[src/rtl/msat_pkg.sv]
// Shared constants, types and helpers for the mean HSV saturation block.
package msat_pkg;

   // Pixel counter width; the sum is held exactly at COUNT_BITS + 16 bits.
   localparam int COUNT_BITS   = 24;
   localparam int PIX_BITS     = 8;
   localparam int QUO_BITS     = 16;
   localparam int SUM_BITS     = COUNT_BITS + QUO_BITS;
   // Mean dividend is 2*sum + n, always below 2n * 2^16.
   localparam int DVD_BITS     = COUNT_BITS + QUO_BITS + 1;
   localparam int DVS_BITS     = DVD_BITS - QUO_BITS;
   localparam int STEP_BITS    = $clog2(QUO_BITS);
   localparam int TOTAL_BITS   = 24;
   // Pixel dividend is 131070*d + mx, below 2^25.
   localparam int PIX_NUM_BITS = 25;
   localparam int SAT_TWICE    = 131070;

   typedef struct packed {
      logic                start;
      logic [DVD_BITS-1:0] dividend;
      logic [DVS_BITS-1:0] divisor;
   } div_req_type;

   typedef struct packed {
      logic                done;
      logic [QUO_BITS-1:0] quotient;
   } div_rsp_type;

   // Pixel count as reported, saturating when the counter is wider.
   function automatic logic [TOTAL_BITS-1:0] total_clip(input logic [COUNT_BITS-1:0] cnt);
      logic [COUNT_BITS-1:0] upper;
      upper = cnt >> TOTAL_BITS;
      if (upper != '0) begin
         total_clip = '1;
      end else begin
         total_clip = TOTAL_BITS'(cnt);
      end
   endfunction

endpackage

[src/rtl/msat_div.sv]
// Shared restoring divider: 16 quotient bits, one bit per cycle.
module msat_div (
   input  logic                  clock,
   input  logic                  reset,
   input  msat_pkg::div_req_type div_req,
   output msat_pkg::div_rsp_type div_rsp
);

   localparam logic [msat_pkg::STEP_BITS-1:0] STEP_LAST =
      msat_pkg::STEP_BITS'(msat_pkg::QUO_BITS - 1);

   logic [msat_pkg::DVS_BITS-1:0]  rem_ff, rem_in;
   logic [msat_pkg::DVS_BITS-1:0]  dvs_ff, dvs_in;
   logic [msat_pkg::QUO_BITS-1:0]  quo_ff, quo_in;
   logic [msat_pkg::STEP_BITS-1:0] step_ff, step_in;
   logic                           busy_ff, busy_in;
   logic                           done_ff, done_in;

   logic [msat_pkg::DVS_BITS:0]    trial;
   logic [msat_pkg::DVS_BITS:0]    diff;
   logic                           fits;

   always_comb begin
      trial = {rem_ff, quo_ff[msat_pkg::QUO_BITS-1]};
      diff  = trial - {1'b0, dvs_ff};
      fits  = (trial >= {1'b0, dvs_ff});

      rem_in  = rem_ff;
      dvs_in  = dvs_ff;
      quo_in  = quo_ff;
      step_in = step_ff;
      busy_in = busy_ff;
      done_in = 1'b0;

      if (div_req.start) begin
         // remainder seeds with the upper dividend bits, below any nonzero divisor
         rem_in  = div_req.dividend[msat_pkg::DVD_BITS-1:msat_pkg::QUO_BITS];
         quo_in  = div_req.dividend[msat_pkg::QUO_BITS-1:0];
         dvs_in  = div_req.divisor;
         step_in = '0;
         busy_in = 1'b1;
      end else if (busy_ff) begin
         rem_in  = fits ? diff[msat_pkg::DVS_BITS-1:0] : trial[msat_pkg::DVS_BITS-1:0];
         quo_in  = {quo_ff[msat_pkg::QUO_BITS-2:0], fits};
         step_in = step_ff + 1'b1;
         if (step_ff == STEP_LAST) begin
            busy_in = 1'b0;
            done_in = 1'b1;
         end
      end
   end

   always_ff @(posedge clock) begin
      rem_ff <= rem_in;
      dvs_ff <= dvs_in;
      quo_ff <= quo_in;
      if (reset) begin
         step_ff <= '0;
         busy_ff <= 1'b0;
         done_ff <= 1'b0;
      end else begin
         step_ff <= step_in;
         busy_ff <= busy_in;
         done_ff <= done_in;
      end
   end

   assign div_rsp.done     = done_ff;
   assign div_rsp.quotient = quo_ff;

endmodule

[src/rtl/mean_hsv_saturation.sv]
// Top level: mean HSV saturation of an RGB pixel stream.
//
// Input channel (req_*): one RGB pixel per transaction, 8 bits per channel,
// with an image tag and a last-pixel mark. Result channel (rsp_*): one
// transaction per image, sent after its last pixel, carrying the tag, the
// rounded mean saturation (0.16 fraction), the pixel count and an overflow flag.
// Each pixel, once accepted, has its ratio operands formed and the ratio
// launched in the shared one-bit-per-cycle divider; after the division it is
// accumulated and req_ready returns. A last pixel then runs the mean division
// (launch, divider steps, done) and loads the output register once that is
// free, so its result can also wait on rsp_ready.
// The output register decouples the sides: a new image is accepted while the
// previous result waits; only the next result load waits for rsp_ready.
// Synchronous reset clears the sequencer, accumulators and rsp_valid.
// A pixel arriving with the counter full is dropped from the mean, skips the
// pixel division and sets the overflow flag.
module mean_hsv_saturation (
   input  logic                            clock,
   input  logic                            reset,
   input  logic                            req_valid,
   output logic                            req_ready,
   input  logic                            req_image_index,
   input  logic [msat_pkg::PIX_BITS-1:0]   req_red,
   input  logic [msat_pkg::PIX_BITS-1:0]   req_green,
   input  logic [msat_pkg::PIX_BITS-1:0]   req_blue,
   input  logic                            req_last_pixel,
   output logic                            rsp_valid,
   input  logic                            rsp_ready,
   output logic                            rsp_image_tag,
   output logic [msat_pkg::QUO_BITS-1:0]   rsp_mean_saturation,
   output logic [msat_pkg::TOTAL_BITS-1:0] rsp_pixel_total,
   output logic                            rsp_overflow
);

   // Sequencer states
   typedef enum logic [5:0] {
      S_IDLE   = 6'b000001,  // waiting for a pixel
      S_PREP   = 6'b000010,  // launch pixel ratio division, or drop the pixel
      S_PDIV   = 6'b000100,  // pixel ratio in progress
      S_MSTART = 6'b001000,  // launch mean division
      S_MDIV   = 6'b010000,  // mean division in progress
      S_OUT    = 6'b100000   // load result register
   } state_type;

   state_type state_ff, state_in;

   // Captured pixel
   logic [msat_pkg::PIX_BITS-1:0]   mx_ff, mx_in;
   logic [msat_pkg::PIX_BITS-1:0]   dlt_ff, dlt_in;
   logic                            tag_ff, tag_in;
   logic                            last_ff, last_in;

   // Accumulators
   logic [msat_pkg::SUM_BITS-1:0]   sum_ff, sum_in;
   logic [msat_pkg::COUNT_BITS-1:0] cnt_ff, cnt_in;
   logic                            ovf_ff, ovf_in;

   // Result register
   logic                            rsp_valid_ff, rsp_valid_in;
   logic                            rsp_tag_ff, rsp_tag_in;
   logic [msat_pkg::QUO_BITS-1:0]   rsp_mean_ff, rsp_mean_in;
   logic [msat_pkg::TOTAL_BITS-1:0] rsp_total_ff, rsp_total_in;
   logic                            rsp_ovf_ff, rsp_ovf_in;

   logic [msat_pkg::PIX_BITS-1:0]     ch_max, ch_min;
   logic [msat_pkg::PIX_NUM_BITS-1:0] pix_num;
   logic                              cnt_full;
   logic                              accept;
   logic                              out_free;

   msat_pkg::div_req_type div_req;
   msat_pkg::div_rsp_type div_rsp;

   msat_div u_div (
      .clock   (clock),
      .reset   (reset),
      .div_req (div_req),
      .div_rsp (div_rsp)
   );

   assign req_ready = (state_ff == S_IDLE);
   assign accept    = req_valid && req_ready;
   assign cnt_full  = (cnt_ff == '1);
   assign out_free  = !rsp_valid_ff || rsp_ready;

   // Channel max/min of the incoming pixel
   always_comb begin
      ch_max = req_red;
      ch_min = req_red;
      if (req_green > ch_max) ch_max = req_green;
      if (req_blue  > ch_max) ch_max = req_blue;
      if (req_green < ch_min) ch_min = req_green;
      if (req_blue  < ch_min) ch_min = req_blue;
   end

   // round(65535*d/mx) = floor((131070*d + mx) / (2*mx)); black gives 0 / 0
   // which the divider returns as all ones, so black is forced below
   assign pix_num = msat_pkg::PIX_NUM_BITS'(msat_pkg::SAT_TWICE)
                    * msat_pkg::PIX_NUM_BITS'(dlt_ff)
                    + msat_pkg::PIX_NUM_BITS'(mx_ff);

   always_comb begin
      state_in     = state_ff;
      mx_in        = mx_ff;
      dlt_in       = dlt_ff;
      tag_in       = tag_ff;
      last_in      = last_ff;
      sum_in       = sum_ff;
      cnt_in       = cnt_ff;
      ovf_in       = ovf_ff;
      rsp_tag_in   = rsp_tag_ff;
      rsp_mean_in  = rsp_mean_ff;
      rsp_total_in = rsp_total_ff;
      rsp_ovf_in   = rsp_ovf_ff;
      rsp_valid_in = rsp_valid_ff && !rsp_ready;

      div_req.start    = 1'b0;
      div_req.dividend = msat_pkg::DVD_BITS'(pix_num);
      div_req.divisor  = msat_pkg::DVS_BITS'({mx_ff, 1'b0});

      unique case (state_ff)
         S_IDLE: begin
            if (accept) begin
               mx_in    = ch_max;
               dlt_in   = ch_max - ch_min;
               tag_in   = req_image_index;
               last_in  = req_last_pixel;
               state_in = S_PREP;
            end
         end
         S_PREP: begin
            if (cnt_full) begin
               // counter full: pixel dropped, flag it
               ovf_in   = 1'b1;
               state_in = last_ff ? S_MSTART : S_IDLE;
            end else begin
               div_req.start = 1'b1;
               state_in      = S_PDIV;
            end
         end
         S_PDIV: begin
            if (div_rsp.done) begin
               if (mx_ff != '0) begin
                  sum_in = sum_ff + msat_pkg::SUM_BITS'(div_rsp.quotient);
               end
               cnt_in   = cnt_ff + 1'b1;
               state_in = last_ff ? S_MSTART : S_IDLE;
            end
         end
         S_MSTART: begin
            // mean = floor((2*sum + n) / (2*n)); n >= 1 here
            div_req.start    = 1'b1;
            div_req.dividend = {sum_ff, 1'b0} + msat_pkg::DVD_BITS'(cnt_ff);
            div_req.divisor  = {cnt_ff, 1'b0};
            state_in         = S_MDIV;
         end
         S_MDIV: begin
            if (div_rsp.done) begin
               state_in = S_OUT;
            end
         end
         S_OUT: begin
            // quotient holds in the divider until the result register frees up
            if (out_free) begin
               rsp_valid_in = 1'b1;
               rsp_tag_in   = tag_ff;
               rsp_mean_in  = div_rsp.quotient;
               rsp_total_in = msat_pkg::total_clip(cnt_ff);
               rsp_ovf_in   = ovf_ff;
               sum_in       = '0;
               cnt_in       = '0;
               ovf_in       = 1'b0;
               state_in     = S_IDLE;
            end
         end
         default: begin
            state_in = S_IDLE;
         end
      endcase
   end

   always_ff @(posedge clock) begin
      mx_ff        <= mx_in;
      dlt_ff       <= dlt_in;
      tag_ff       <= tag_in;
      last_ff      <= last_in;
      rsp_tag_ff   <= rsp_tag_in;
      rsp_mean_ff  <= rsp_mean_in;
      rsp_total_ff <= rsp_total_in;
      rsp_ovf_ff   <= rsp_ovf_in;
      if (reset) begin
         state_ff     <= S_IDLE;
         sum_ff       <= '0;
         cnt_ff       <= '0;
         ovf_ff       <= 1'b0;
         rsp_valid_ff <= 1'b0;
      end else begin
         state_ff     <= state_in;
         sum_ff       <= sum_in;
         cnt_ff       <= cnt_in;
         ovf_ff       <= ovf_in;
         rsp_valid_ff <= rsp_valid_in;
      end
   end

   assign rsp_valid           = rsp_valid_ff;
   assign rsp_image_tag       = rsp_tag_ff;
   assign rsp_mean_saturation = rsp_mean_ff;
   assign rsp_pixel_total     = rsp_total_ff;
   assign rsp_overflow        = rsp_ovf_ff;

`ifndef SYNTHESIS
   // divider only finishes while the sequencer waits for it
   a_done_in_wait: assert property (@(posedge clock) disable iff (reset)
      div_rsp.done |-> (state_ff == S_PDIV || state_ff == S_MDIV))
      else $error("divider done outside a wait state");

   // accumulators are empty right after a result is loaded
   a_clear_after_out: assert property (@(posedge clock) disable iff (reset)
      (state_ff == S_OUT && out_free) |=> (cnt_ff == '0 && sum_ff == '0 && rsp_valid_ff))
      else $error("accumulators not cleared after result load");

   // mean division never starts on an empty count
   a_mean_nonempty: assert property (@(posedge clock) disable iff (reset)
      (state_ff == S_MSTART) |-> (cnt_ff != '0))
      else $error("mean division with zero pixel count");

   // a result is never overwritten before it is taken
   a_no_overwrite: assert property (@(posedge clock) disable iff (reset)
      (rsp_valid_ff && !rsp_ready) |=> (rsp_valid_ff && $stable(rsp_mean_ff)))
      else $error("pending result overwritten");
`endif

endmodule

[config.mk]
export PLATFORM = sky130hd
export DESIGN_NAME = mean_hsv_saturation
export DESIGN_NICKNAME = d
export VERILOG_FILES = /design/src/rtl/msat_pkg.sv /design/src/rtl/msat_div.sv /design/src/rtl/mean_hsv_saturation.sv
export SDC_FILE = /design/constraint.sdc
export NUM_CORES = 1
export LEC_CHECK = 0
export BUFFER_PORTS_ARGS = -buffer_cell sky130_fd_sc_hd__clkbuf_2
export CAP_MARGIN = 20
export CORE_MARGIN = 3
export CORE_UTILIZATION = 60
export DETAILED_ROUTE_END_ITERATION = 6
export GPL_ROUTABILITY_DRIVEN = 0
export PLACE_DENSITY_LB_ADDON = 0.08
export REMOVE_ABC_BUFFERS = 1
export SLEW_MARGIN = 20
export SYNTH_ARGS = -nofsm -noshare
export SYNTH_HDL_FRONTEND = slang
export SYNTH_SLANG_ARGS = --single-unit
[constraint.sdc]
create_clock -name clock -period 8.3 [get_ports clock]
set_input_delay 1.66 -clock clock [delete_from_list [all_inputs] [get_ports clock]]
set_output_delay 1.66 -clock clock [all_outputs]
set_load 0.005 [all_outputs]
======== Word-level counts from Yosys, hierarchy flattened ========
Index checks and enable logic that the tools add are counted.
storage, ports and cells
  register bits after elaboration ......... 204
  input port bits ......................... 30
  output and inout bits ................... 44
  logic and storage cells ................. 100
cells by class
  $add $sub $neg .......................... 7
  $mul .................................... 1
  magnitude comparators ................... 5
  eq/ne operators ......................... 14
  muxes and demuxes ....................... 35
  bitwise logic cells ..................... 1
  reduce and logical (&&, ||, !) cells .... 17
operators with widths
  operator                                           count
  two-way mux 40 bit                                 3
  one-hot mux 40 bit (2 select lines)                1
  two-way mux 25 bit                                 3
  two-way mux 66 bit                                 1
  two-way mux 24 bit                                 2
  one-hot mux 24 bit (2 select lines)                1
  adder 41 x 24 -> 41 bit                            1
  adder 40 x 16 -> 40 bit                            1
  one-hot mux 6 bit (6 select lines)                 1
  two-way mux 16 bit                                 2
  two-way mux 8 bit                                  4
  >= comparator 26 x 25 -> 1 bit                     1
  adder 25 x 8 -> 25 bit                             1
  subtractor 25 bit                                  1
  adder 24 x 1 -> 24 bit, second input constant      1
  equality test 24 bit, second input constant        1
  multiplier 16 x 8 -> 24 bit, first input constant  1
  two-way mux 6 bit                                  4
  greater-than comparator 8 bit                      2
  less-than comparator 8 bit                         2
  two-way mux 1 bit                                  9
  two-way mux 4 bit                                  2
  AND reduction 4 bit                                2
  nonzero test 8 bit                                 1
  21 further kinds                                   32

======== Longest topological paths before layout ========
Gate-level depths: netlist of the first run.
  word-level depth ........................ 5
  mapped depth ............................ 27
  mapped depth without buffers ............ 26

======== Hierarchy ========
A second synthesis of the first run with hierarchy kept.
second synthesis, totals
  cell total of the unflattened synthesis .. 1731
  area, all modules ....................... 15608.7 µm²
by module, submodules not included
  module               times used  cells each  area each (µm²)  sequential area each (µm²)
  mean_hsv_saturation  1           1325        11320.9          3243.1
  msat_div             1           406         4287.9           2102.0

======== Worst setup path before layout of the first run ========
No wires, ideal clock.
  path kind ............................... input to register
  start point ............................. in req_red[1] (netlist bit)
  end point ............................... reg dlt_ff[7] (netlist bit) (data pin)
  library setup time ...................... 0.258 ns
  arrival ................................. 5.996 ns
  required time ........................... 8.042 ns
  slack ................................... 2.047 ns
  stages .................................. 26
  path buffers ............................ 0
  cells stage by stage .................... inv_1 ha_1 nor2b_1 o21a_1 o21a_1 o21ai_0 nand2_1 mux2_2 inv_1 ha_1 or3_1 o21ai_0 inv_1 a31o_2 a21o_1 mux2_2 inv_1 ha_1 nor2b_1 o21ai_0 nand2b_1 a21o_1 a21oi_1 o21ai_0 xnor2_1 xnor2_1
between the ends
  longest elaborated chain between the ends .. 5
RTL lines
  what                                                                         line                                                  text
  from (decl)                                                                  mean_hsv_saturation.sv:23                             input logic [msat_pkg::PIX_BITS-1:0] req_red,
  greater-than comparator 8 bit or less-than comparator 8 bit (tied branches)  mean_hsv_saturation.sv:90, mean_hsv_saturation.sv:92
  two-way mux 8 bit (on tied branches)                                         mean_hsv_saturation.sv:90, mean_hsv_saturation.sv:92
  greater-than comparator 8 bit or less-than comparator 8 bit (tied branches)  mean_hsv_saturation.sv:91, mean_hsv_saturation.sv:93
  two-way mux 8 bit (on tied branches)                                         mean_hsv_saturation.sv:91, mean_hsv_saturation.sv:93
  subtractor 8 bit (*)                                                         mean_hsv_saturation.sv:125                            dlt_in = ch_max - ch_min;
  to (signal assigned)                                                         mean_hsv_saturation.sv:184                            dlt_ff <= dlt_in;
  to (decl)                                                                    mean_hsv_saturation.sv:49                             logic [msat_pkg::PIX_BITS-1:0] dlt_ff, dlt_in;
Mark *: on every way between the ends. The rest lies on a longest branch, timed or not.
A chain may end at the register's enable or synchronous reset.

======== Worst setup path in the final report of the first run ========
  start point ............................. in req_red[1] (netlist bit)
  end point ............................... reg dlt_ff[7] (netlist bit) (data pin)
between the ends
  longest elaborated chain between the ends .. 5
RTL lines
  what                           line                        text
  greater-than comparator 8 bit  mean_hsv_saturation.sv:90   if (req_green > ch_max) ch_max = req_green;
  two-way mux 8 bit (*)          mean_hsv_saturation.sv:90
  greater-than comparator 8 bit  mean_hsv_saturation.sv:91   if (req_blue > ch_max) ch_max = req_blue;
  two-way mux 8 bit (*)          mean_hsv_saturation.sv:91
  named net ch_max (one bit)     mean_hsv_saturation.sv:65   logic [msat_pkg::PIX_BITS-1:0] ch_max, ch_min;
  subtractor 8 bit (*)           mean_hsv_saturation.sv:125
Mark *: on every way through the listed nets, which the timed path passes. The rest lies on a longest branch.

==> results of run 1 <==
-- cells in the final DEF (no fill, tap or decap), types with 27 or more instances in the layout --
cell / n
a21o_1: 36
a21oi_1: 121
and2_1: 29
clkbuf_16: 27
clkbuf_2: 73
dfxtp_1: 78
edfxtp_1: 125
fa_1: 34
ha_1: 141
inv_1: 138
nand2_1: 127
nand3_1: 39
nor2_1: 135
nor3_1: 31
o21ai_0: 76
xnor2_1: 77
xor2_1: 61
-- flip-flops by register name, summed over array words and instances, names as in the netlist, 4 cells and up --
name	cells
cnt_ff	24
dlt_ff	8
mx_ff	8
rsp_mean_saturation	16
rsp_pixel_total	24
state_ff	6
sum_ff	40
u_div.dvs_ff	24
u_div.quo_ff	16
u_div.rem_ff	25
u_div.step_ff	4
-- area by class of cell --
class / count / area [µm²]
sequential: 203 / 5320
timing repair buffer: 85 / 455
clock inverter: 8 / 57.6
inverter: 139 / 522
tap: 330 / 413
multi-input combinational: 1302 / 9540
clock buffer: 36 / 729
fill: 2087 / 8300
-- per-layer routing --
| metal | up-vias | track usage (%) |
|---|---|---|
| li1 | 6292 | - |
| met1 | 6137 | 35.7 |
| met2 | 347 | 47.3 |
| met3 | 94 | 2.67 |
| met4 | 0 | 11.2 |
| met5 | - | 0 |
-- Yosys cell counts, types with 8 or more instances --
library cell | count | area (µm²)
o21ai_1 | 13 | 65.1
nor2_1 | 135 | 507
and3_1 | 21 | 131
nand2b_1 | 21 | 131
o22ai_1 | 16 | 100
nor2b_1 | 23 | 144
a211oi_1 | 18 | 135
fa_1 | 34 | 681
inv_1 | 139 | 522
clkbuf_1 | 38 | 143
nor4_1 | 13 | 81.3
nand3_1 | 39 | 195
a21oi_1 | 121 | 606
xor2_1 | 61 | 534
mux2i_1 | 25 | 250
dfxtp_1 | 78 | 1560
nand2_1 | 127 | 477
nand4b_1 | 9 | 78.8
ha_1 | 141 | 1760
a22oi_1 | 8 | 60.1
o21a_1 | 13 | 97.6
o21ai_0 | 76 | 380
a21o_1 | 36 | 270
or3_1 | 17 | 106
o211ai_1 | 23 | 173
mux2_2 | 8 | 90.1
nor3_1 | 31 | 155
nand4_1 | 22 | 138
a31oi_1 | 14 | 87.6
edfxtp_1 | 125 | 3750
and2_1 | 29 | 181
xnor2_1 | 77 | 674
-- worst max-delay path: stages --
cell	delay [ns]
clkbuf_2	0.09
inv_1	0.05
ha_1	0.29
nor2b_1	0.13
o21a_1	0.12
o21a_1	0.15
o21ai_0	0.11
a21oi_1	0.87
nor2_1	0.09
a21oi_1	0.21
ha_1	0.29
a21o_1	0.18
a21o_1	0.16
a21oi_1	0.14
o21ai_0	0.09
nand2_1	0.35
nand2_1	0.13
o21a_1	0.15
ha_1	0.29
nor2b_1	0.13
o21ai_0	0.15
nand2b_1	0.10
a21o_1	0.18
a21oi_1	0.22
o21ai_0	0.15
xnor2_1	0.16
xnor2_1	0.14
-- worst min path at each step --
stage / from / endpoint / slack, ns / cells after the start
6_report: tag_ff / rsp_image_tag / 0.42 / 0
3_3_place_gp: tag_ff / rsp_image_tag / 0.41 / 0
4_1_cts: tag_ff / rsp_image_tag / 0.42 / 0
5_1_grt: tag_ff / rsp_image_tag / 0.44 / 0
2_1_floorplan: tag_ff / rsp_image_tag / 0.40 / 0
3_5_place_dp: tag_ff / rsp_image_tag / 0.41 / 0
-- logic make-up after synthesis --
logic type	after synthesis	share of synthesized area [%]
simple gates	529	17.4
compound gates	423	17.8
flops	203	34.1
buf+inv	193	4.75
fa+ha+maj	176	15.7
xor+xnor	140	7.96
mux	34	2.27
-- stage by stage --
step / worst slack, ns / area, µm² / util, % / instances
finish: 1.78 / 17000 / 67.2 / 2103
global placement: 1.55 / 16200 / 64.1 / 2059
global route: 1.24 / 17000 / 67.2 / 2103
CTS: 1.83 / 17000 / 67.2 / 2103
floorplan: 1.96 / 15400 / - / 1644
detailed placement: 1.34 / 16200 / 64.1 / 2059
==> out/results.tsv, run 1 <==
metric	value	unit
via count of the first global-routing pass	12500	
clk sinks	203	
GRT Residual Overflow	0	
setup bufs post-CTS	0	
htree depth	1	
n_diodes	0	
Hold-fix buffers, CTS	0	
Worst-Margin Slew	1.07	ns
worst r2r path cells	18	
Ys Warns	0	
Post-synth EDFFs	125	
CTS Buf Count	24	
clock skew	0.0281	ns
layout cell share with drive strength beyond 1	9.25	%
Fin. Hold Viols	0	
I/O pin total	74	
drt drc	0	
row count	58	
largest net degree at the start of global routing	48	
M1 WL	16600	µm
register area share after synthesis	34.1	%
R2R Setup Slk	2.01	ns
GRT Util Overall	27.4	%
die width	167	µm
Reg-to-Reg Start	dlt_ff[4]	
first-pass GRT wire length	63700	µm
number of synthesized register bits	203	
RSZ-0062 raised after global routing	false	
Pre-antenna DRT Iters	5	
Final Cycle Share	78.5	%
setup TNS	0	ns
Starting Density	61.5	%
Data arrival, critical path	6.78	ns
Final setup viols	0	
clock tree from TritonCTS	done	
worst skew pair latency	0.54	ns
Mapped Avg Cell Area	9.18	µm²
top sig layer	met4	
Rel. slew slack	28.3	%
Hold Slack	0.421	ns
Syn Inst Count	1698	
Cell Area, Synth	0.0156	mm²
Vias	12900	
Main synth FF type	edfxtp_1	
Layout area overhead	9.24	%
dpl hpwl	29600	µm
via/cell ratio	6.12	
metal2 WL	18800	µm
clk slew on worst S/H paths	0.05	ns
Final #Nets	1960	
Resized cells post-CTS	0	
DRT Wirelength	39000	µm
Max-Cap Viols	0	
element type at the critical path end	flip-flop	
Distinct cells, synth	92	
CP Launch Type	input port	
fraction of registers with async set/reset	0	%
CORE AREA	0.0253	mm²
kind of critical path	input port to flip-flop	
port bufs	73	
CTS Buffer Depth	3	
Crit path required time	8.56	ns
CP Capture Point	dlt_ff[7]	
die height	167	µm
reg2reg end	u_div.rem_ff[8]	
Period minus WS final	6.52	ns
die area	0.0279	mm²
Starting DRT DRC Count	1077	
fin. max-slew vios	0	
initial antenna violation count	0	
drt wl/cell	18.5	µm
crit path max fanout	16	
ANT nets after route	0	
CP startpoint	req_red[1]	
outcome	finished clean	
WL met3	1830	µm
Clock Tree Root	clkbuf_16	
Achievable Freq	0.153	GHz
Hold Crit Class	flip-flop to flip-flop	
Power of run 1 is left out: the tool's default activity adds up to more than one toggle a clock period on the data nets, which glitch-free logic cannot reach.
==> run 2: changes to the inputs <==
ABC_AREA = 1   (was unset)
CORE_UTILIZATION = 57   (was 60)
clock period = 5.3 ns   (was 8.3 ns; I/O delays follow)
==> run 2 against run 1 <==
Synthesized cell count up 31%. Area after synthesis up 3.8%. Hold slack better by 0.0083 ns. Register-to-register slack worse by 1.8 ns. Final cell count up 29%. Via count up 19%. Global-route usage up 2.1 points. Wire length up 16%. Worst setup slack worse by 1.6 ns. Flip-flop and latch count unchanged. First-iteration DRC count up 33%. Critical path depth down 2.
==> out/results.tsv, run 2 <==
metric	value	unit
R2R Setup Slk	0.22	ns
most frequent cell after synthesis	nand2_1	
fraction of registers with async set/reset	0	%
Syn Inst Count	2216	
element type at the critical path end	flip-flop	
crit path max fanout	5	
clk sinks	203	
Hold Slack	0.429	ns
Largest Register	sum_ff	
Starting Density	58.1	%
die height	174	µm
n_diodes	0	
Post-synth top cells	nand2_1 (498), inv_1 (341), a21oi_1 (202), nor2_1 (197), o21ai_0 (173)	
clk slew on worst S/H paths	0.06	ns
port bufs	73	
Achievable Freq	0.197	GHz
CTS Buffer Depth	3	
worst r2r path cells	25	
Worst-Margin Slew	0.731	ns
fin. max-slew vios	0	
Distinct cells, synth	48	
via/cell ratio	5.65	
Mapped Avg Cell Area	7.30	µm²
die width	174	µm
first-pass GRT wire length	73600	µm
CP Launch Type	flip-flop	
Max-Cap Viols	0	
Clock Tree Root	clkbuf_16	
htree depth	1	
die area	0.0304	mm²
Final Cycle Share	95.9	%
number of synthesized register bits	203	
Reg-to-Reg Start	dlt_ff[7]	
GRT Util Overall	29.5	%
kind of critical path	flip-flop to flip-flop	
drt drc	0	
biggest regs	sum_ff x40, u_div.rem_ff x25	
Period minus WS final	5.08	ns
Fin. Hold Viols	0	
drt wl/cell	16.6	µm
most frequent cells in the layout	nand2_1 (490), inv_1 (336), a21oi_1 (201)	
largest net degree at the start of global routing	55	
Main synth FF type	edfxtp_1	
reg2reg end	u_div.rem_ff[3]	
Data arrival, critical path	5.35	ns
dpl hpwl	35200	µm
Hold Crit Class	flip-flop to flip-flop	
initial antenna violation count	0	
register area share after synthesis	32.9	%
Final #Nets	2527	
Vias	15400	
I/O pin total	74	
Starting DRT DRC Count	1431	
top cells by area, synth	edfxtp_1 (23%), nand2_1 (12%), ha_1 (11%)	
ANT nets after route	0	
via count of the first global-routing pass	14800	
Rel. slew slack	50.8	%
CORE AREA	0.0279	mm²
layout cell share with drive strength beyond 1	10.3	%
DRT Wirelength	45100	µm
post-synth top area cell	edfxtp_1	
outcome	finished clean	
Ys Warns	0	
Pre-antenna DRT Iters	5	
row count	61	
worst skew pair latency	0.54	ns
Post-synth EDFFs	125	
Layout area overhead	12.4	%
CP startpoint	dlt_ff[7]	
Cell Area, Synth	0.0162	mm²
CP Capture Point	u_div.rem_ff[3]	
most common cell after layout, fill and taps aside	nand2_1	
Layout fillers	2419	
Synth top area share	23.2	%
Final setup viols	0	
flip-flop count of the largest register after layout	40	
clock tree from TritonCTS	done	
clock skew	0.0283	ns
GRT Residual Overflow	0	
Crit path required time	5.57	ns
CTS Buf Count	24	
-- run 2: cell count changes after synthesis, moves of 33 or more --
cell / change
nand2_1: +371
inv_1: +202
o21ai_0: +97
a21oi_1: +81
nand3_1: +76
nor2_1: +62
xnor2_1: -59
xor2_1: -33
-- run 2: through the flow --
step | util (%) | setup slack (ns) | TNS, ns | cell area, µm² | std cells
3_5_place_dp | 61.3 | -0.0277 | -0.0277 | 17100 | 2661
4_1_cts | 64.5 | 0.0180 | 0 | 18000 | 2707
6_report | 65.2 | 0.217 | 0 | 18200 | 2718
5_1_grt | 65.2 | -0.0143 | -0.0269 | 18200 | 2718
2_1_floorplan | - | 0.259 | 0 | 16000 | 2183
3_3_place_gp | 61.3 | 0.107 | 0 | 17100 | 2661
-- run 2: area by class of cell --
cell class	instances	area, µm²	area share, %
tap	378	473	2.60
multi-input combinational	1630	9550	52.5
timing repair buffer	113	678	3.73
clock inverter	14	151	0.833
sequential	203	5320	29.2
inverter	350	1310	7.23
clock buffer	30	697	3.83
-- run 2: critical path, cell delays in order (launching register included) --
cell and delay [ns]:
edfxtp_1 0.45, fa_2 0.63, inv_1 0.08, fa_1 0.53
inv_1 0.05, fa_1 0.50, inv_1 0.05, fa_1 0.49
inv_1 0.04, ha_2 0.31, nand2_1 0.09, nand2_1 0.10
inv_1 0.09, nand3_1 0.13, nand2_1 0.11, nand2_1 0.12
nor2_2 0.18, nand3_2 0.12, nor2_4 0.16, nand2_2 0.09
nor2_4 0.17, nand2_1 0.07, nand3_1 0.10, nand2_1 0.06
nand2_1 0.06, nand2_1 0.05
-- run 2: worst min-delay path by stage --
stage                      start             to  cells past startpoint
after global routing      ovf_ff   rsp_overflow                      0
final                     tag_ff  rsp_image_tag                      0
after detailed placement  tag_ff  rsp_image_tag                      0
after global placement    tag_ff  rsp_image_tag                      0
after floorplan           tag_ff  rsp_image_tag                      0
after CTS                 tag_ff  rsp_image_tag                      0
-- run 2: cells by family after synthesis --
group | count (synthesis) | synth area share, %
DFF | 203 | 32.9
xor gates and xnor gates | 46 | 2.49
adders and majority gates | 175 | 15.1
and+or+nand+nor | 942 | 25.0
AOI/OAI and AO/OA | 467 | 15.6
buffers and inverters | 383 | 8.93
-- run 2: timing repair --
action	CTS	global route
setup buffers	2	10
gates resized for setup	2	35
setup endpoints to repair	1	13
hold buffers	0	0
pin swaps	1	11
hold endpoints to repair	0	0
-- run 2: layer usage --
layer / global-route usage (%) / wire [µm]
met1: 37.0 / 18600
met2: 51.6 / 21600
met3: 3.78 / 2910
met4: 11.9 / 2040
met5: 0 / 0
Power of run 2 is left out for the same reason.
